--- src/hdl/som_bmu_div.sv ---
// Restoring long divider, one quotient bit per cycle, for the gain index.
// Depends on nothing.
module som_bmu_div #(
	parameter int NUM_W = 40,
	parameter int DEN_W = 32
) (
	input  logic             clk,
	input  logic             arst_n,
	input  logic             start,
	input  logic [NUM_W-1:0] num,
	input  logic [DEN_W-1:0] den,
	output logic             done,
	output logic [NUM_W-1:0] quot
);
	localparam int CW = $clog2(NUM_W + 1);

	logic             busy_q, done_q;
	logic [CW-1:0]    cnt_q;
	logic [NUM_W-1:0] num_q, quot_q;
	logic [DEN_W:0]   rem_q, rem_sh;
	logic [DEN_W-1:0] den_q;
	logic             ge;

	assign rem_sh = {rem_q[DEN_W-1:0], num_q[NUM_W-1]};
	assign ge     = rem_sh >= {1'b0, den_q};

	always_ff @(posedge clk or negedge arst_n) begin
		if (!arst_n) begin
			busy_q <= 1'b0;
			done_q <= 1'b0;
			cnt_q  <= '0;
		end else begin
			done_q <= 1'b0;
			if (start) begin
				busy_q <= 1'b1;
				cnt_q  <= '0;
			end else if (busy_q) begin
				cnt_q <= cnt_q + 1'b1;
				if (32'(cnt_q) == NUM_W - 1) begin
					busy_q <= 1'b0;
					done_q <= 1'b1;
				end
			end
		end
	end

	always_ff @(posedge clk) begin
		if (start) begin
			num_q  <= num;
			den_q  <= den;
			rem_q  <= '0;
			quot_q <= '0;
		end else if (busy_q) begin
			num_q  <= num_q << 1;
			rem_q  <= ge ? rem_sh - {1'b0, den_q} : rem_sh;
			quot_q <= {quot_q[NUM_W-2:0], ge};
		end
	end

	assign done = done_q;
	assign quot = quot_q;

endmodule

--- config.mk ---
export PLATFORM = sky130hd
export DESIGN_NAME = som_bmu_div
export DESIGN_NICKNAME = d
export VERILOG_FILES = /design/src/hdl/som_bmu_div.sv
export SDC_FILE = /design/constraint.sdc
export NUM_CORES = 1
export LEC_CHECK = 0
export BUFFER_PORTS_ARGS = -buffer_cell sky130_fd_sc_hd__buf_4
export CORE_UTILIZATION = 24
export CTS_CLUSTER_DIAMETER = 30
export DETAILED_ROUTE_END_ITERATION = 8
export SLEW_MARGIN = 20
export SYNTH_ARGS = -nofsm -noshare
export SYNTH_HDL_FRONTEND = slang
export SYNTH_SLANG_ARGS = --single-unit
--- constraint.sdc ---
create_clock -name clk -period 2.85 [get_ports clk]
set_input_delay 0 -clock clk [delete_from_list [all_inputs] [get_ports clk]]
set_output_delay 0 -clock clk [all_outputs]
set_load 0.01 [all_outputs]
Word-level counts from Yosys, hierarchy flattened
Index checks and enable logic that the tools add are counted.

operators by class
  add/subtract/negate cells = 2
  magnitude comparators = 1
  equality and inequality tests = 1
  muxes and demuxes = 11
  reductions and logical operators = 1

operators with widths
  cell                                                            number
  40-bit two-way mux                                              2
  33-bit by 32-bit >= comparator with 1-bit output                1
  32-bit two-way mux                                              1
  32-bit subtractor                                               1
  6-bit two-way mux                                               2
  6-bit by 1-bit adder with 6-bit output (second input constant)  1
  6-bit == test (second input constant)                           1
  1-bit two-way mux                                               6
  2-bit nonzero test                                              1

word-level totals
  register bits after elaboration = 152
  input port bits = 75
  logic and storage cells = 23

Depth between registers and ports, before layout
Gate-level depths: netlist of run 1.

  word-level depth = 4
  depth in mapped cells = 13
  gate-level depth less buffers = 11

Worst setup path after synthesis of run 1
Ideal clock, no wire load.

  kind = flip-flop to flip-flop
  from = reg den_q[1]
  to = reg rem_q[5]
  library setup time = 0.091 ns
  arrival = 2.623 ns
  required time = 2.759 ns
  slack = 0.136 ns
  stages on the path, launching flop included = 12
  buffers on the path = 1
  period minus slack after synthesis = 2.714 ns
  cell sequence = edfxtp_1 -> inv_1 -> ha_1 -> nor2b_1 -> o31ai_1 -> o311a_4 -> a41oi_4 -> o211ai_2 -> o21ba_1 -> buf_6 -> or3_1 -> a311oi_1

between the ends
  longest elaborated chain between the ends = 2
  elaborated cells between the ends (all ways) = 3
  classes of those cells = 1 x add/sub; 1 x order compare; 1 x mux

RTL lines
  item                                                                                   RTL line  RTL
  start, declared                                                                        21        logic [DEN_W-1:0] den_q;
  start signal, assigned                                                                 50        den_q <= den;
  32-bit subtractor or 33-bit by 32-bit >= comparator with 1-bit output (tied branches)  55, 25
  32-bit two-way mux *                                                                   55        rem_q <= ge ? rem_sh - {1'b0, den_q} : rem_sh;
  end signal, assigned                                                                   55
  end, declared                                                                          20        logic [DEN_W:0] rem_q, rem_sh;

Mark *: on every way between the ends. The rest lies on a longest branch, timed or not.
A chain may end at the register's enable or synchronous reset.

Worst setup path in the final report of run 1
  from = reg den_q[1]
  to = reg rem_q[25]

Same word-level chain as after synthesis.

==> results of run 1 <==
[flip-flops by register name, indices dropped and copies added (netlist names)]
name and flops:
den_q 32, rem_q 32, cnt_q 6, done 1, num_q 40, busy_q 1
quot 40
[power by group]
part | switching [mW] | leakage [nW] | internal, mW
Sequential | 0.0597 | 1.42 | 2.43
Combinational | 0.453 | 2.95 | 0.476
Clock | 1.11 | 0.304 | 1.24
Total | 1.62 | 4.68 | 4.15
[layer usage]
metal	routed length, um	global-route usage	share of wire	up-vias
met4	178	0.0298	0.0093	0
met5	0	0	0	-
met3	970	0.0351	0.051	14
met1	9050	0.150	0.47	2924
li1	-	-	-	3104
met2	8890	0.194	0.47	113
[cells by family (layout without fill, tap and decap cells)]
logic type / after synthesis / count (layout) / synth area share
simple gates: 222 / 222 / 0.131
flops: 152 / 152 / 0.493
compound gates: 147 / 147 / 0.137
mux: 81 / 81 / 0.112
buf+inv: 78 / 301 / 0.0403
fa+ha+maj: 34 / 34 / 0.0562
xor+xnor: 27 / 27 / 0.0307
other cells: 0 / 2 / 0
[timing repair]
item | 4_1_cts | 5_1_grt
pin swaps | 0 | 7
resized for setup | 1 | 28
endpoints found under the hold margin | 85 | 0
setup buffers | 0 | 2
cloned | 0 | 1
hold buffers | 75 | 0
endpoints found under the setup margin | 1 | 28
[through the flow]
step | total power, mW | setup TNS (ps) | instance area, um^2
after global routing | 6.03 | -121 | 10700
after global placement | 3.34 | 0 | 9230
after floorplan | 3.05 | 0 | 7710
final | 5.77 | 0 | 10700
after CTS | 5.81 | 0 | 10600
after detailed placement | 3.35 | 0 | 9230
[synth_stat cells (all sizes together) (9+ instances only)]
cell	number	area, um^2
a21oi	31	159
edfxtp	72	2160
nand4	10	62.6
dfxtp	72	1440
xor2	15	131
o21ai	27	135
xnor2	12	105
nand2	67	254
clkbuf	30	114
inv	39	146
nor2	93	357
o211ai	9	77.6
mux2i	41	410
buf	9	50.0
a21o	13	97.6
ha	33	413
a311oi	18	158
mux2	40	450
[layout make-up]
class | instances | area, um^2
diodes | 2 | 5.00
clock buffers | 18 | 450
clock inverters | 14 | 165
fillers | 3238 | 20800
inverters | 39 | 146
multi-input cells | 511 | 3690
flip-flops and latches | 152 | 3810
well taps | 402 | 503
repair buffers | 230 | 1960
[final timing paths]
| path | end | slack (ps) | depth (start not counted) |
|---|---|---|---|
| worst max register to register | rem_q[25] | 90 | 12 |
| worst max-delay path | rem_q[25] | 90 | 12 |
| worst min register to register | rem_q[20] | 490 | 2 |
| worst min-delay path | den_q[24] | 290 | 2 |
| min in group asynchronous | cnt_q[2] | 560 | 3 |
| max in group asynchronous | busy_q | 1980 | 3 |
==> run metrics, run 1 <==
clock sink count 152; Top FF cell, synth edfxtp_1; H-tree levels 4; Final Non-Filler Cells 1,368; delay-heaviest family, CP compound AO/OA/AOI/OAI gates; pre-CTS setup slack 25.4 ps; Final setup viols 0; Mapped Area 7710 um^2; outcome finished, final reports clean; row count 65; Max Cap Viol 0; sequential fraction of the synthesis area 0.493; worst setup margin 92.5 ps; clock slew at reported path FFs 70 ps; Synth Instances 741; Syn-to-layout area delta 39.1%; Post-synth EDFFs 72; vias per cell 4.50; Crit Reg-Reg Startpoint den_q[1]; wire per inst 14.0 um; Core Util, Final 0.340; CP Cell Sequence inv_1, ha_1, nor2b_2, o31ai_2, o311a_4, a41oi_4, o211ai_2, buf_4, o21bai_4, buf_12, nor3_1, a311o_1; final hold violation count 0; WS Path Type flop to flop; GP Congestion 0.864; hpwl dp 13,000 um; RSZ-0062 raised after global routing yes; core footprint 31,600 um^2; worst min-delay path startpoint den[24]; Initial Utilization 0.244; CTS tree built; Skew-Pair Late Insertion Delay 430 ps; I/O Buffers 115; post-synthesis cell type count 66; clk_skew 8.77 ps; critical-path maximum fanout 11; Starting DRT DRC Count 236; peak supply drop 361 uV; CP bufs+invs 3; Slew HR 0.532; Num CTS Buffers 17; YS warnings 0; share of layout cells above drive strength 1 0.271; die area 32,800 um^2; initial antenna violation count 2; register bit count reported by yosys 152; CP arrival 3080 ps; pins over their slew limit 0; Hold Path Class input port to flop; Synth Net Count 850; most common cell after layout, fill and taps aside buf_4; Peak Freq 0.363 GHz; slowest CP cell o311a_4; crit share post-route 0.968; Die X-Extent 181 um; Root Buffer clkbuf_16; PwrDens 539 nW/um^2; most frequent cells in the layout 151 x buf_4, 91 x nor2_1, 75 x dlygate4sd3_1; Nets 1,060; io pins 116; Routed WL 19,100 um; drc violations 0; first-pass GRT wire length 31,300 um; Setup crit start kind flop; routed vias 6,155; worst path required time 3170 ps; Async SR Flop Fraction 0.0526; Final ANT Viol Nets 0; drt pass-1 iters 5; Worst Setup SP den_q[1]; Clock Path Buffers 2; LEAKAGE 4.68 nW; Fin Hold WS 285 ps; largest net degree at the start of global routing 61; largest stage delay on the critical path 390 ps; critical path capture point type flop; dpl cells 1,256; GRT Overall Usage 0.118; worst slew pin tran 702 ps; Tmin final 2760 ps; chip height 181 um; GR Overflow Total 0; syn_area_per_cell 10.4 um^2; vias in the first global route 6,305
Power figures use the tool's default switching activity.
==> run 2, diff against run 1 <==
Settings changed: ABC_CLOCK_PERIOD_IN_PS from default to 2700, CTS_BUF_LIST from default to sky130_fd_sc_hd__clkbuf_8.
Clock period 2.85 ns to 2.7 ns, I/O delays scaled along.
==> run metrics, run 2 (synthesized netlist as in run 1, its figures left out) <==
chip height 181 um (unchanged); core footprint 31,600 um^2 (unchanged); critical path capture point type flop; most common cell after layout, fill and taps aside buf_4; Peak Freq 0.372 GHz (+2.5%); I/O Buffers 115 (unchanged); row count 65 (unchanged); first-pass GRT wire length 31,900 um (+2.1%); vias per cell 4.52 (+0.45%); final hold violation count 0 (unchanged); GRT Overall Usage 0.121 (+0.00346); drc violations 0 (unchanged); peak supply drop 493 uV (+37%); worst slew pin tran 751 ps (+48.9 ps); LEAKAGE 4.72 nW (+0.88%); clock slew at reported path FFs 110 ps (+40 ps); Final setup viols 0 (unchanged); GP Congestion 0.832 (-3.6%); pre-CTS setup slack -42.1 ps (-67.5 ps); largest net degree at the start of global routing 50 (-18%); Syn-to-layout area delta 41.1%; die area 32,800 um^2 (unchanged); Root Buffer clkbuf_8; hpwl dp 13,300 um (+2.1%); pins over their slew limit 0 (unchanged); most frequent cells in the layout 175 x buf_4, 91 x nor2_1, 74 x dlygate4sd3_1; clock sink count 152 (unchanged); Routed WL 19,700 um (+3.1%); WS Path Type flop to flop; wire per inst 14.1 um (+1.2%); Clock Path Buffers 2 (unchanged); io pins 116 (unchanged); Placed Instance Area 9400 um^2 (+1.8%); worst setup margin 8.68 ps (-83.8 ps); Slew HR 0.499 (-0.0326); Num CTS Buffers 17 (unchanged); critical-path maximum fanout 4 (-7); CP arrival 3050 ps (-30 ps); Initial Utilization 0.244 (unchanged); GR Overflow Total 0 (unchanged); drt pass-1 iters 5 (unchanged); # fillers 3,219 (-0.59%); Die X-Extent 181 um (unchanged); Setup crit start kind flop; Hold Path Class input port to flop; clk_skew 20.3 ps (+11.5 ps); Tmin final 2690 ps (-66.2 ps); crit share post-route 0.997 (+0.0292); Max Cap Viol 0 (unchanged); CTS tree built; Nets 1,085 (+2.4%); worst path required time 3060 ps (-110 ps); vias in the first global route 6,270 (-0.56%); outcome finished, final reports clean; RSZ-0062 raised after global routing yes; Skew-Pair Late Insertion Delay 480 ps (+50 ps); H-tree levels 4 (unchanged); share of layout cells above drive strength 1 0.306 (+0.0356); initial antenna violation count 2 (unchanged); Starting DRT DRC Count 309 (+31%); Finished Cell Area 10,900 um^2 (+1.5%); Final ANT Viol Nets 0 (unchanged); PwrDens 506 nW/um^2 (-6.0%); routed vias 6,300 (+2.4%)
[run 2: per-stage QoR]
stage	util	hold WS (ps)	std cells	setup TNS, ps	power (mW)
floorplan	-	-296	741	0	3.22
detailed placement	0.298	-175	1279	-42.1	3.58
global route	0.345	58.2	1393	-727	5.80
global placement	0.298	-175	1279	0	3.57
CTS	0.335	35.5	1385	-17.2	5.51
finish	0.345	56.9	1394	0	5.51
[run 2: worst paths after layout]
kind,from,end,slack [ps],cells past startpoint
setup / recovery,num_q[39],rem_q[24],9,12
setup reg to reg,num_q[39],rem_q[24],9,12
min in group asynchronous,arst_n,cnt_q[0],520,3
hold / removal,start,den_q[8],60,1
max in group asynchronous,arst_n,busy_q,1890,3
hold reg to reg,rem_q[20],rem_q[20],480,2
[run 2: timing repair]
item                                    in CTS  in global routing
gates resized for setup                      6                 50
pin swaps                                    0                 21
endpoints found under the hold margin       80                  0
cloned                                       0                  1
buffers inserted                             0                  6
endpoints found under the setup margin       2                 32
hold buffers                                74                  0
[run 2: layout make-up]
class	count	area (um^2)	share of cell area
repair buffers	255	2140	0.196
inverters	39	146	0.0135
diodes	3	7.51	0.000690
multi-input cells	511	3870	0.355
well taps	402	503	0.0462
clock buffers	17	234	0.0215
clock inverters	15	176	0.0162
flip-flops and latches	152	3810	0.350
[run 2: routing by layer]
layer / share of wire / track usage
met5: 0 / 0
met4: 0.012 / 0.0336
met3: 0.054 / 0.0377
met2: 0.47 / 0.197
met1: 0.47 / 0.154
[run 2: where the power goes]
group	leakage, nW	total, mW	switching [mW]	internal, mW
clock network	0.209	1.80	1.09	0.710
registers	1.42	2.63	0.0671	2.56
logic	3.09	1.08	0.510	0.565
total	4.72	5.51	1.67	3.84
[run 2: worst max-delay path, stage by stage (launching register included)]
cell      delay (ps)
edfxtp_1         390
inv_2             90
ha_4             140
fa_2             210
nor2b_2           50
o31a_1           340
o31ai_2          250
buf_4            180
a21oi_4           60
o31a_1           370
a311oi_2         250
xor2_1           170
o211ai_1          90
==> run 3, diff against run 2 <==
Settings changed: ABC_AREA from default to 1, CORE_ASPECT_RATIO from default to 1.5, MAX_ROUTING_LAYER from default to met4.
==> run metrics, run 3 <==
outcome finished, final reports clean; initial antenna violation count 1 (-1); Worst Reg-to-Reg Cells 13 (+1); I/O Buffers 115 (unchanged); Routed WL 25,100 um (+27%); slowest CP cell ha_1; drt pass-1 iters 4 (-1); Clock Path Buffers 2 (unchanged); hold depth 2 (+1); Setup crit start kind flop; register bit count reported by yosys 152 (unchanged); ranking of synthesized cells by area edfxtp_1 25%, nand2_1 17%, dfxtp_1 17%; Initial Utilization 0.243 (-0.00140); io pins 116 (unchanged); Peak Freq 0.441 GHz (+19%); CP arrival 2690 ps (-360 ps); most frequent cell after synthesis nand2_1; Synth Instances 1,136 (+53%); worst slew pin tran 617 ps (-134 ps); dpl cells 1,708 (+34%); Max Cap Viol 0 (unchanged); WS Path Type flop to flop; PwrDens 796 nW/um^2 (+57%); most frequent cells in the layout 396 x nand2_1, 190 x inv_1, 132 x buf_4; Post-synth EDFFs 72 (unchanged); Slew HR 0.589 (+0.0893); Async SR Flop Fraction 0.0526 (unchanged); core footprint 35,000 um^2 (+11%); row count 84 (+29%); peak supply drop 374 uV (-24%); post-synthesis cell type count 40 (-39%); Mapped Area 8500 um^2 (+10%); wire per inst 13.8 um (-2.3%); Placed Instance Area 9940 um^2 (+5.8%); share of layout cells above drive strength 1 0.165 (-0.141); GP Congestion 0.942 (+13%); drc violations 0 (unchanged); Finished Cell Area 11,100 um^2 (+2.4%); Tmin final 2270 ps (-424 ps); clock slew at reported path FFs 90 ps (-20 ps); crit share post-route 0.840 (-0.157); worst path required time 3130 ps (+70 ps); Synth Net Count 1,245 (+46%); Syn-to-layout area delta 31.1%; H-tree levels 4 (unchanged); critical-path maximum fanout 22 (+18); LEAKAGE 5.54 nW (+17%); Top FF cell, synth edfxtp_1; GR Overflow Total 0 (unchanged); routed vias 7,777 (+23%); Final setup viols 0 (unchanged); Starting DRT DRC Count 310 (+0.32%); Final Non-Filler Cells 1,816 (+30%); critical path capture point type flop; sequential fraction of the synthesis area 0.447 (-0.0460); final hold violation count 0 (unchanged); clock sink count 152 (unchanged); Num CTS Buffers 17 (unchanged); Die X-Extent 156 um (-14%); clk_skew 16.3 ps (-3.95 ps); pins over their slew limit 0 (unchanged); setup bufs post-CTS 0 (unchanged); GRT Overall Usage 0.150 (+0.0284); Skew-Pair Late Insertion Delay 480 ps (about the same); most frequent CP cell nand2_1; pre-CTS setup slack 437 ps (+480 ps); Setup TNS 0 ps (unchanged); cell taking the most area after synthesis edfxtp_1; Nets 1,438 (+33%); CP Cell Sequence ha_1, nand2_1, inv_2, nand2_4, inv_1, a21oi_1, nand2_1, nor2_4, buf_4, nand4_1, nand3_1, nand2_1, inv_1; Final ANT Viol Nets 0 (unchanged); YS warnings 0 (unchanged); worst setup margin 433 ps (+424 ps); total power 8.87 mW (+61%); area share of the leading cell type in the synthesized netlist 0.254 (-0.0261); vias per cell 4.28 (-5.2%); chip height 232 um (+28%); most frequent cells after synthesis 396 x nand2_1, 191 x inv_1, 72 x dfxtp_1, 72 x edfxtp_1, 70 x nor2_1; largest stage delay on the critical path 420 ps (+30 ps); hpwl dp 18,700 um (+41%); Root Buffer clkbuf_8; most common cell after layout, fill and taps aside nand2_1; # fillers 3,758 (+17%); first-pass GRT wire length 40,200 um (+26%); largest net degree at the start of global routing 60 (+20%); die area 36,200 um^2 (+10%); syn_area_per_cell 7.48 um^2 (-28%); CTS tree built; vias in the first global route 7,851 (+25%); RSZ-0062 raised after global routing no; Hold Path Class input port to flop
[run 3: cell families after synthesis]
| group | synth area share |
|---|---|
| buf+inv | 0.112 |
| simple gates | 0.315 |
| fa+ha+maj | 0.0509 |
| compound gates | 0.0652 |
| flops | 0.447 |
| xor+xnor | 0.00927 |
[run 3: per-layer routing]
metal,vias up,wire [um],track usage,share of wire
li1,3985,-,-,-
met1,3578,9670,0.148,0.39
met2,160,13600,0.277,0.54
met3,54,766,0.0248,0.031
met4,0,1050,0.0827,0.042
met5,-,0,-,0
[run 3: worst paths after layout]
check	start	endpoint	slack, ps
worst min register to register	quot[39]	quot[39]	470
worst min-delay path	den[29]	den_q[29]	240
worst max register to register	rem_q[29]	rem_q[5]	430
worst max-delay path	rem_q[29]	rem_q[5]	430
max in group asynchronous	arst_n	cnt_q[2]	1920
min in group asynchronous	arst_n	cnt_q[1]	510
[run 3: layout make-up]
class                   instances  area (um^2)  area share
flip-flops and latches        152         3800       0.341
multi-input cells             746         3750       0.336
repair buffers                209         1780       0.160
inverters                     203          762      0.0684
well taps                     473          592      0.0531
clock buffers                  17          234      0.0210
clock inverters                15          218      0.0195
diodes                          1         2.50    0.000225
[run 3: power breakdown]
part | switching (mW) | leakage [nW] | internal, mW
sequential | 0.228 | 1.44 | 2.74
combinational | 2.44 | 3.87 | 1.42
clock | 0.942 | 0.230 | 1.10
total | 3.61 | 5.54 | 5.26
[run 3: worst max-delay path, delay by kind of cell (launching register included)]
| kind | cells | cell delay (ps) |
|---|---|---|
| AND/OR/NAND/NOR | 7 | 810 |
| buffers and inverters | 4 | 470 |
| adder cells (fa/ha/maj) | 1 | 420 |
| flip-flops | 1 | 350 |
| AO/OA/AOI/OAI | 1 | 150 |
[run 3: stage by stage]
step | utilization | hold WS (ps)
5_1_grt | 0.318 | 209
6_report | 0.318 | 238
3_3_place_gp | 0.284 | -176
4_1_cts | 0.318 | 172
3_5_place_dp | 0.284 | -174
2_1_floorplan | - | -296
[run 3: what timing repair did]
item	4_1_cts	5_1_grt
resized for setup	0	0
hold buffers	75	0
endpoints found under the hold margin	101	0
