## config.mk

```make
export PLATFORM = sky130hd
export DESIGN_NAME = som_bmu_cell
export DESIGN_NICKNAME = d
export VERILOG_FILES = /design/src/hdl/som_bmu_cell.sv
export SDC_FILE = /design/constraint.sdc
export NUM_CORES = 1
export LEC_CHECK = 0
export ABC_AREA = 1
export BUFFER_PORTS_ARGS = -buffer_cell sky130_fd_sc_hd__clkbuf_2
export CORE_MARGIN = 8
export CORE_UTILIZATION = 44
export DETAILED_ROUTE_END_ITERATION = 12
export PLACE_DENSITY = 0.85
export SYNTH_ARGS = -nofsm -noshare
export SYNTH_HDL_FRONTEND = slang
export SYNTH_SLANG_ARGS = --single-unit
export TNS_END_PERCENT = 5
```

## constraint.sdc

```tcl
create_clock -name clk -period 2.9 [get_ports clk]
set_input_delay 0.58 -clock clk [delete_from_list [all_inputs] [get_ports clk]]
set_output_delay 0.58 -clock clk [all_outputs]
set_load 0.01 [all_outputs]
```

## src/hdl/som_bmu_cell.sv

```systemverilog
// One cell of the sample ring: holds one sample component and rotates it
// toward cell zero. Depends on nothing.
module som_bmu_cell #(
	parameter int IDX = 0
) (
	input  logic               clk,
	input  logic               load,
	input  logic               shift,
	input  logic signed [15:0] wdata,
	input  logic signed [15:0] next_in,
	input  logic signed [15:0] head_in,
	input  logic [3:0]         dims,
	output logic signed [15:0] q
);
	logic signed [15:0] elem_q;

	// The ring closes after the last component in use, so after one full
	// vector's worth of shifts every cell holds its own component again.
	// Cells past the components in use keep their contents.
	always_ff @(posedge clk) begin
		if (load) begin
			elem_q <= wdata;
		end else if (shift && IDX < int'(dims)) begin
			elem_q <= (IDX + 1 < int'(dims)) ? next_in : head_in;
		end
	end

	assign q = elem_q;

endmodule

```

* After elaboration in Yosys (flattened, before gate mapping)
Cells that the tools add are included.
** Storage, ports and cells
- Register bits after elaboration :: 16
- Input bits :: 55
- Output and inout port bits :: 16
- Logic and storage cells :: 8
** Operators by class
- Order comparisons :: 2
- Mux-type cells :: 3
- Reduce and logical (&&, ||, !) cells :: 2
** Operators with widths (count)
- $mux 16 :: 3
- $lt 1x4->1 const A :: 2
- $reduce_bool 2->1 :: 1
- $logic_and 1x1->1 :: 1

* Logic depth before layout (Yosys ltp)
Gate-level depths: netlist of run 1.
- Depth in word-level cells :: 4
- Mapped depth :: 6

* Worst setup path before layout of run 1
No wires, ideal clock.
- Kind :: input to register
- Start point :: input load
- End point :: register elem_q[0] (netlist: q[0]), enable pin
- Setup time :: 0.372 ns
- Arrival :: 1.412 ns
- Data required time :: 2.528 ns
- Path slack :: 1.116 ns
- Cell stages on the path :: 4
- Buffers on the path :: 2
- Cell sequence :: buf_4 -> clkinv_1 -> buf_6 -> nand2_1
** On the way
- Longest elaborated chain between the ends :: 1
** RTL lines
- start, declared :: RTL line 7 : input logic load,
- $reduce_bool 2->1 (no source line)
- end signal, assigned :: RTL line 22 : elem_q <= wdata;
- end signal, assigned :: RTL line 24 : elem_q <= (IDX + 1 < int'(dims)) ? next_in : head_in;
- end, declared :: RTL line 15 : logic signed [15:0] elem_q;
No other way between the ends.
A chain may end at the register's enable or synchronous reset.

* Worst setup path in the final report of run 1
- Start point :: input dims[3]
- End point :: register elem_q[2] (netlist: q[2]), enable pin
** On the way
- Longest elaborated chain between the ends :: 3
** RTL lines
- start, declared :: RTL line 12 : input logic [3:0] dims,
- $lt 1x4->1 :: RTL line 23 : end else if (shift && IDX < int'(dims)) begin
- $logic_and 1x1->1 :: RTL line 23
- $reduce_bool 2->1 (no source line)
No other way between the ends.

==> metrics.csv, run 1 <==
stage,metric,value,unit
status,status,finished clean,
detailed_routing,Routed WL per cell,11.40,um
yosys,register area share after synthesis,46.66,%
sta,Hold Fails Final Rpt,0,
clocking,cts-stage hold buffer count,0,
sta,FMAX,553.6,MHz
yosys,cells after synthesis,140,
clocking,Bufs on Longest Clock Path,2,
yosys,Post-synth EDFFs,16,
finish,number of fill cells in the layout,213,
floorplan,effective utilization at floorplan,46.55,%
clocking,TritonCTS clock tree,done,
yosys,"top cells by area, synth","edfxtp_1, nand2_1, nand3_1, inv_1, buf_6",
placement,RePlAce Congestion,0.7973,
min_path,hold_sp,wdata[9],
pwr,Total Power,0.0005486,W
global_route,vias in the first global route,1041,
clocking,"Setup Fix Bufs, Post-CTS",0,
yosys,Synth cell types,13,
clocking,TritonCTS buffer count,3,
worst_setup_path,ordered cell list for the critical path,clkbuf_2 -> nor2_4 -> nand2_4 -> o21ai_2 -> nand2_1,
pwr,LEAKAGE,0.8721,nW
floorplan,IO Pins,71,
yosys,synth cell count leaders,"nand2_1, inv_1, nand3_1",
worst_setup_path,launch point of the worst path,dims[3],
finish,sequential cell area,480.5,um2
finish,area occupied by multi-input gates,375.4,um2
detailed_routing,via count,1084,
worst_setup_path,"Slowest-stage cell, CP",nand2_1,
min_path,hold endpoint,q[9],
global_route,GR Layer Usage met2,23.35,%
pwr,pwr/cell area,391.1,mW/mm2
detailed_routing,Iter 0 DRT Violations,34,
floorplan,die area,0.004144,mm2
sta,"Slew Viols, Final",0,
floorplan,Die W,64.38,um
sta,Worst Max-Slew Pin Slew,601.2,ps
floorplan,Die Span Y,64.38,um
clocking,root buf cell,clkbuf_4,
sta,final setup TNS,0,ps
global_route,gr ovfl total,0,
placement,DP Cell Count,233,
min_path,hold path depth,3,
worst_setup_path,CP Class,in2reg,
worst_setup_path,Worst Setup Start Kind,input port,
global_route,met3 GRT Util,2.787,%
worst_setup_path,slowest cell delay on critical path,370,ps
min_path,Hold WC Path Type,in2reg,
worst_setup_path,crit-path max FO,17,
sta,Tcrit/Tclk final,62.28,%
global_route,first-pass GRT wire length,4567,um
global_route,GR Util met1,15.05,%
clocking,H-tree Lvls,1,
global_route,largest net degree at the start of global routing,18,
sta,Slew headroom,59.82,%
pwr,Worst VDD drop,0.0002416,V
sta,final setup violation count,0,
placement,Final HPWL DP,2374,um
worst_setup_path,"Req. time, crit path",2800,ps
detailed_routing,Antenna Nets Post-Route,0,
yosys,Seq cells post-synth,16,
yosys,Yosys top cell by area,edfxtp_1,
yosys,Mapped Avg Cell Area,7.355,um2
worst_setup_path,Worst setup EP type,register,
yosys,"count leader, synth",nand2_1,
yosys,Synthesis Warnings,0,
finish,nets@finish,265,
finish,layout cells sized above 1,37.32,%
worst_setup_path,Worst Path Arrival,1700,ps
detailed_routing,DR DRC count,0,
global_route,antenna violations before repair,0,
placement,"Cell Area, Placed",0.001376,mm2
finish,# diodes,0,
yosys,Yosys top cell area share,46.66,%
clocking,Resized cells post-CTS,0,
detailed_routing,Via density,4.574,
placement,Buffers on Ports,70,
global_route,Total GRT Usage,13.27,%
yosys,ys async rst share,0,%
global_route,"Most Used Layer, Global Route",met2,
clocking,CTS clock-pin slew for the worst setup and hold paths,90,ps
finish,cell area after layout,0.001403,mm2
finish,synth-to-layout area growth,36.21,%
floorplan,Row Count,17,
finish,Largest register FFs,16,
clocking,Clock Sinks,16,
sta,Hold Worst Slack,563.2,ps
job,max-cap violation count,0,
detailed_routing,drt pass-1 iters,4,
detailed_routing,total wire length,2702,um
yosys,syn nets,195,
yosys,Post-Syn Area,0.001030,mm2
yosys,main flop type after synthesis,edfxtp_1,
finish,final cell count without fillers,237,
sta,unrepaired setup endpoints after global routing,false,
floorplan,CORE AREA,0.002212,mm2
sta,min Tclk post-route,1806,ps
cell usage in the layout, fill, tap and decap left out:
| cell | instances |
|---|---|
| clkbuf_4 | 3 |
| edfxtp_1 | 16 |
| nand3_1 | 32 |
| buf_4 | 1 |
| nand2_1 | 49 |
| inv_2 | 1 |
| clkinv_1 | 2 |
| nor2_4 | 1 |
| clkbuf_2 | 70 |
| o21ai_2 | 1 |
| nand2_4 | 1 |
| inv_1 | 32 |
worst max-delay path by stage:
stage / to / slack, ps / cells past startpoint
2_1_floorplan: q[0] / 1120 / 4
3_3_place_gp: q[13] / 820 / 5
3_5_place_dp: q[5] / 770 / 5
4_1_cts: q[6] / 1060 / 5
5_1_grt: q[0] / 900 / 5
6_report: q[2] / 1090 / 5
layer usage:
| metal | wire [um] | vias up |
|---|---|---|
| met3 | 206 | 8 |
| met4 | 74 | 0 |
| li1 | - | 568 |
| met2 | 1435 | 44 |
| met1 | 985 | 464 |
| met5 | 0 | - |
report_power, final:
part,leakage (nW),total (W),internal [W],switching [W]
clock,0.0154,0.000113,0.0000499,0.0000630
combinational,0.693,0.000141,0.0000633,0.0000777
sequential,0.164,0.000295,0.000288,0.00000710
total,0.872,0.000549,0.000401,0.000148
area by class of cell:
type | count | area share [%]
flip-flops and latches | 16 | 34.26
multi-input cells | 84 | 26.76
repair buffers | 71 | 25.51
inverters | 34 | 9.099
well taps | 28 | 2.498
clock buffers | 3 | 1.606
clock inverters | 1 | 0.2676
worst max-delay path, delay by kind of cell:
family                 cells  cell delay (ps)
AO/OA/AOI/OAI              1              150
buffers and inverters      1              100
AND/OR/NAND/NOR            3              880
per-stage QoR:
step	util (%)	setup slack, ps
6_report	63.41	1094
3_5_place_dp	62.22	765.7
4_1_cts	63.41	1055
5_1_grt	63.41	896.2
3_3_place_gp	62.22	819.0
2_1_floorplan	-	1116
cells by family after synthesis:
| kind of cell | share of synthesized area [%] |
|---|---|
| AOI/OAI and AO/OA | 0.8507 |
| DFF | 46.66 |
| buffers and inverters | 16.89 |
| and+or+nand+nor | 35.60 |
Power figures use the tool's default switching activity.
==> run 2: changes to the inputs <==
ABC_AREA = 0   (was 1)
CORE_UTILIZATION = 39   (was 44)
PLACE_DENSITY = 0.76   (was 0.85)
clock period = 1.5 ns   (was 2.9 ns; I/O delays follow)
==> run 2 against run 1 <==
Largest power group unchanged. Final area up 12%. Setup slack worse by 760 ps. Hold slack worse by 170 ps. Non-clock buffer count up 7. Power up 110%. Core utilization down 11 points. First-iteration DRC count up 35%. Sequential share of layout area down 3.6 points. Clock-buffer cell count unchanged. Clock power up 110%. Global-route usage down 0.90 points.
==> metrics.csv, run 2 <==
stage,metric,value,unit
worst_setup_path,CP Class,in2reg,
worst_setup_path,total buffers and inverters traversed by the critical path,2,
sta,final setup TNS,0,ps
clocking,"Setup Fix Bufs, Post-CTS",0,
worst_setup_path,Crit path depth,4,
floorplan,Row Count,20,
sta,unrepaired setup endpoints after global routing,false,
global_route,first-pass GRT wire length,5216,um
detailed_routing,total wire length,3104,um
worst_setup_path,crit-path max FO,29,
sta,min Tclk post-route,1162,ps
placement,DP Cell Count,193,
detailed_routing,Routed WL per cell,15.76,um
status,status,finished clean,
yosys,Post-Syn Area,0.001181,mm2
yosys,syn nets,152,
sta,Worst Max-Slew Pin Slew,290.7,ps
floorplan,Die W,71.03,um
min_path,Hold WC Path Type,in2reg,
pwr,Worst VDD drop,0.0002772,V
finish,synth-to-layout area growth,32.52,%
pwr,Seq pwr share,49.9,%
worst_setup_path,"Slowest-stage cell, CP",o31a_1,
yosys,register area share after synthesis,40.68,%
placement,Buffers on Ports,70,
detailed_routing,Antenna Nets Post-Route,0,
yosys,Synth cell types,12,
finish,"most common cell after layout, fill and taps aside",clkbuf_2,
sta,Hold Worst Slack,391.7,ps
pwr,Total Power,0.001138,W
yosys,main flop type after synthesis,edfxtp_1,
pwr,Int Power,0.0008329,W
sta,Hold Fails Final Rpt,0,
yosys,Synthesis Warnings,0,
yosys,"count leader, synth",o31a_1,
pwr,Sw Ratio,26.82,%
yosys,cells after synthesis,97,
yosys,ys async rst share,0,%
yosys,Seq cells post-synth,16,
placement,RePlAce Congestion,0.7291,
placement,Final HPWL DP,2541,um
clocking,cts-stage hold buffer count,0,
sta,Slew headroom,80.35,%
clocking,root buf cell,clkbuf_4,
sta,final setup violation count,0,
yosys,Post-synth EDFFs,16,
worst_setup_path,ordered cell list for the critical path,clkbuf_2 -> buf_12 -> o31a_1 -> o31a_1,
worst_setup_path,Worst setup EP type,register,
clocking,Resized cells post-CTS,0,
yosys,Yosys top cell by area,edfxtp_1,
finish,# diodes,0,
clocking,CTS clock-pin slew for the worst setup and hold paths,100,ps
detailed_routing,DR DRC count,0,
yosys,Yosys top cell area share,40.68,%
finish,nets@finish,220,
finish,layout cells sized above 1,54.27,%
yosys,"top cells by area, synth","edfxtp_1, o31a_1, nor4b_1, nand2b_1, clkbuf_8",
worst_setup_path,Worst Path Arrival,1200,ps
clocking,Clock Sinks,16,
clocking,TritonCTS buffer count,3,
worst_setup_path,"Req. time, crit path",1540,ps
detailed_routing,Iter 0 DRT Violations,46,
floorplan,IO Pins,71,
clocking,TritonCTS clock tree,done,
worst_setup_path,most frequent CP cell,o31a_1,
detailed_routing,via count,1091,
finish,most frequent cells in the layout,"clkbuf_2, o31a_1, nor4b_1, edfxtp_1, nand2b_1",
yosys,Mapped Avg Cell Area,12.18,um2
floorplan,CORE AREA,0.002978,mm2
finish,final design utilization,52.56,%
global_route,vias in the first global route,1117,
sta,FMAX,860.9,MHz
finish,final cell count without fillers,197,
worst_setup_path,Worst Setup Start Kind,input port,
global_route,largest net degree at the start of global routing,30,
pwr,Psw,0.0003053,W
detailed_routing,drt pass-1 iters,4,
global_route,Total GRT Usage,12.37,%
floorplan,Die Span Y,71.03,um
pwr,LEAKAGE,0.6558,nW
min_path,hold path depth,3,
clocking,Bufs on Longest Clock Path,2,
floorplan,die area,0.005045,mm2
job,max-cap violation count,0,
pwr,pwr/cell area,727.2,mW/mm2
sta,"Slew Viols, Final",0,
floorplan,effective utilization at floorplan,39.66,%
finish,Largest register FFs,16,
sta,Tcrit/Tclk final,77.44,%
pwr,clock share of power,20.5,%
detailed_routing,Via density,5.538,
pwr,Comb pwr share,29.6,%
worst_setup_path,CP top delay family,compound AO/OA/AOI/OAI gates,
yosys,synth cell count leaders,"o31a_1, edfxtp_1, nor4b_1",
global_route,antenna violations before repair,0,
global_route,gr ovfl total,0,
worst_setup_path,slowest cell delay on critical path,290,ps
clocking,H-tree Lvls,1,
-- run 2: cell types whose count changed after synthesis, moves of 3 or more --
cell      delta
clkbuf_8     +5
inv_1       -32
nand2b_1    +14
nand2_1     -49
nor4b_1     +16
o31a_2       +3
o31a_1      +29
or2b_2       +3
buf_6        +3
nand3_1     -32
-- run 2: power by group through the flow --
stage          Clock, W  Sequential (W)  Combinational [W]
2_1_floorplan         0        0.000611           0.000168
3_3_place_gp          0        0.000578           0.000336
3_5_place_dp          0        0.000580           0.000343
4_1_cts        0.000247        0.000569           0.000344
5_1_grt        0.000260        0.000574           0.000372
6_report       0.000233        0.000568           0.000337
-- run 2: cell type report --
class                           instances  area (um2)
Multi-Input combinational cell         66       556.8
Sequential cell                        16       480.5
Clock inverter                          1       3.754
Timing Repair Buffer                   78       460.4
Fill cell                             272        1413
Tap cell                               33       41.29
Clock buffer                            3       22.52
-- run 2: cells by family after synthesis --
| kind of cell | Yosys count | share of synthesized area (%) |
|---|---|---|
| DFF | 16 | 40.68 |
| and+or+nand+nor | 33 | 21.50 |
| AOI/OAI and AO/OA | 33 | 24.79 |
| buffers and inverters | 15 | 13.03 |
-- run 2: per-stage QoR --
stage	setup WS, ps	cell area, um2
2_1_floorplan	67.95	1191
3_3_place_gp	70.33	1539
3_5_place_dp	31.63	1539
4_1_cts	345.0	1565
5_1_grt	308.1	1565
6_report	338.4	1565
-- run 2: per-layer routing --
metal  share of wire [%]  track usage, %  up-vias
met5                   0               0        -
met4                0.39           2.771        0
met3                  11           5.932        2
met2                  45           18.95       53
met1                  44           15.22      506
li1                    -               -      530
-- run 2: final timing paths --
path | start | endpoint | slack, ps
worst max-delay path | dims[1] | q[8] | 340
worst min-delay path | wdata[14] | q[14] | 390
==> run 3: changes to the inputs <==
CORE_UTILIZATION = 43   (was 39)
PLACE_DENSITY = 0.8   (was 0.76)
clock period = 1.21 ns   (was 1.5 ns; I/O delays follow)
==> run 3 against run 2 <==
Cell count shrank 0.51%. Power up 26%. Largest power group unchanged. Setup slack lost 210 ps. Global-route usage up 1.9 points. Clock power rose by 27%. Via count shrank 0.92%. Critical path depth stayed put. Non-clock buffer count grew 1. Critical path type unchanged.
==> metrics.csv, run 3 (synthesis gave the netlist of run 2 again) <==
stage,metric,value,unit
finish,final cell count without fillers,196,
worst_setup_path,"Req. time, crit path",1270,ps
min_path,Hold WC Path Type,in2reg,
worst_setup_path,ordered cell list for the critical path,clkbuf_2 -> buf_12 -> o31a_2 -> o31a_1,
floorplan,die area,0.004680,mm2
clocking,"Setup Fix Bufs, Post-CTS",0,
sta,min Tclk post-route,1080,ps
worst_setup_path,Worst Setup Start Kind,input port,
clocking,H-tree Lvls,1,
worst_setup_path,Worst Path Arrival,1140,ps
detailed_routing,DR DRC count,0,
pwr,Worst VDD drop,0.0006527,V
floorplan,IO Pins,71,
clocking,root buf cell,clkbuf_4,
min_path,hold path depth,3,
status,status,finished clean,
floorplan,CORE AREA,0.002686,mm2
worst_setup_path,CP Capture Point,q[9],
global_route,first-pass GRT wire length,5085,um
detailed_routing,via count,1081,
pwr,LEAKAGE,0.6718,nW
clocking,Resized cells post-CTS,0,
pwr,pwr/cell area,907.1,mW/mm2
sta,final setup TNS,0,ps
worst_setup_path,launch point of the worst path,dims[1],
sta,final setup violation count,0,
clocking,Bufs on Longest Clock Path,2,
detailed_routing,total wire length,3322,um
worst_setup_path,slowest cell delay on critical path,350,ps
floorplan,Die W,68.41,um
sta,FMAX,925.9,MHz
sta,PnR worst setup slack,129.9,ps
global_route,antenna violations before repair,0,
finish,nets@finish,221,
detailed_routing,Antenna Nets Post-Route,0,
global_route,vias in the first global route,1157,
detailed_routing,Iter 0 DRT Violations,87,
detailed_routing,Via density,5.515,
global_route,gr ovfl total,0,
finish,synth-to-layout area growth,34.32,%
detailed_routing,Routed WL per cell,16.95,um
clocking,TritonCTS clock tree,done,
global_route,Total GRT Usage,14.27,%
job,max-cap violation count,0,
detailed_routing,drt pass-1 iters,4,
finish,cell area after layout,0.001587,mm2
finish,# diodes,0,
finish,layout cells sized above 1,54.55,%
clocking,Clock Sinks,16,
finish,"most common cell after layout, fill and taps aside",clkbuf_2,
sta,Slew headroom,76.70,%
floorplan,effective utilization at floorplan,43.97,%
worst_setup_path,CP Class,in2reg,
finish,Largest register FFs,16,
floorplan,Die Span Y,68.41,um
sta,unrepaired setup endpoints after global routing,false,
sta,"Slew Viols, Final",0,
clocking,TritonCTS buffer count,3,
placement,Buffers on Ports,70,
placement,DP Cell Count,192,
clocking,cts-stage hold buffer count,0,
finish,most frequent cells in the layout,"clkbuf_2, o31a_1, nor4b_1, edfxtp_1, nand2b_1",
placement,"Cell Area, Placed",0.001560,mm2
placement,pre-CTS setup slack,-194.5,ps
worst_setup_path,crit-path max FO,30,
floorplan,Row Count,19,
sta,Hold Fails Final Rpt,0,
global_route,largest net degree at the start of global routing,31,
worst_setup_path,Worst setup EP type,register,
sta,Tcrit/Tclk final,89.26,%
sta,Worst Max-Slew Pin Slew,344.7,ps
placement,RePlAce Congestion,0.8911,
placement,Final HPWL DP,2660,um
worst_setup_path,"Slowest-stage cell, CP",o31a_2,
finish,final design utilization,59.06,%
clocking,CTS clock-pin slew for the worst setup and hold paths,100,ps
[run 3: cell count changes in the layout (fill, tap and decap cells not counted), sizes merged]
cell  change
buf       +1
[run 3: power by group]
part	switching, W	total, W	internal (W)
clock	0.000176	0.000297	0.000120
combinational	0.000203	0.000433	0.000230
sequential	0.0000206	0.000710	0.000689
[run 3: worst min path at each step]
stage | startpoint | endpoint | slack (ps)
finish | wdata[7] | q[7] | 310
global route | wdata[7] | q[7] | 320
CTS | wdata[7] | q[7] | 310
detailed placement | wdata[7] | q[7] | 620
global placement | wdata[15] | q[15] | 620
floorplan | load | q[14] | 500
[run 3: worst max-delay path, delay by kind of cell]
family	cells	cell delay [ps]
AOI/OAI and AO/OA	2	630
buffers and inverters	2	260
[run 3: per-stage QoR]
stage               hold WS (ps)  power [W]
floorplan                  504.9  0.0009727
global placement           618.1   0.001148
detailed placement         623.3   0.001159
CTS                        313.1   0.001449
global route               319.5   0.001520
finish                     313.7   0.001439
[run 3: layer usage]
metal  vias up  GRT usage [%]  part of all wire (%)
met5         -              0                     0
li1        529              -                     -
met1       500          15.56                    39
met4         0          6.138                   1.4
met3         5          4.419                    11
met2        47          24.85                    48
[run 3: area by class of cell]
| cell class | count | area [um2] |
|---|---|---|
| fill | 249 | 1100 |
| multi-input combinational | 66 | 573.1 |
| sequential | 16 | 480.5 |
| timing repair buffer | 79 | 467.9 |
| tap | 31 | 38.79 |
| clock buffer | 3 | 22.52 |
| clock inverter | 1 | 3.754 |
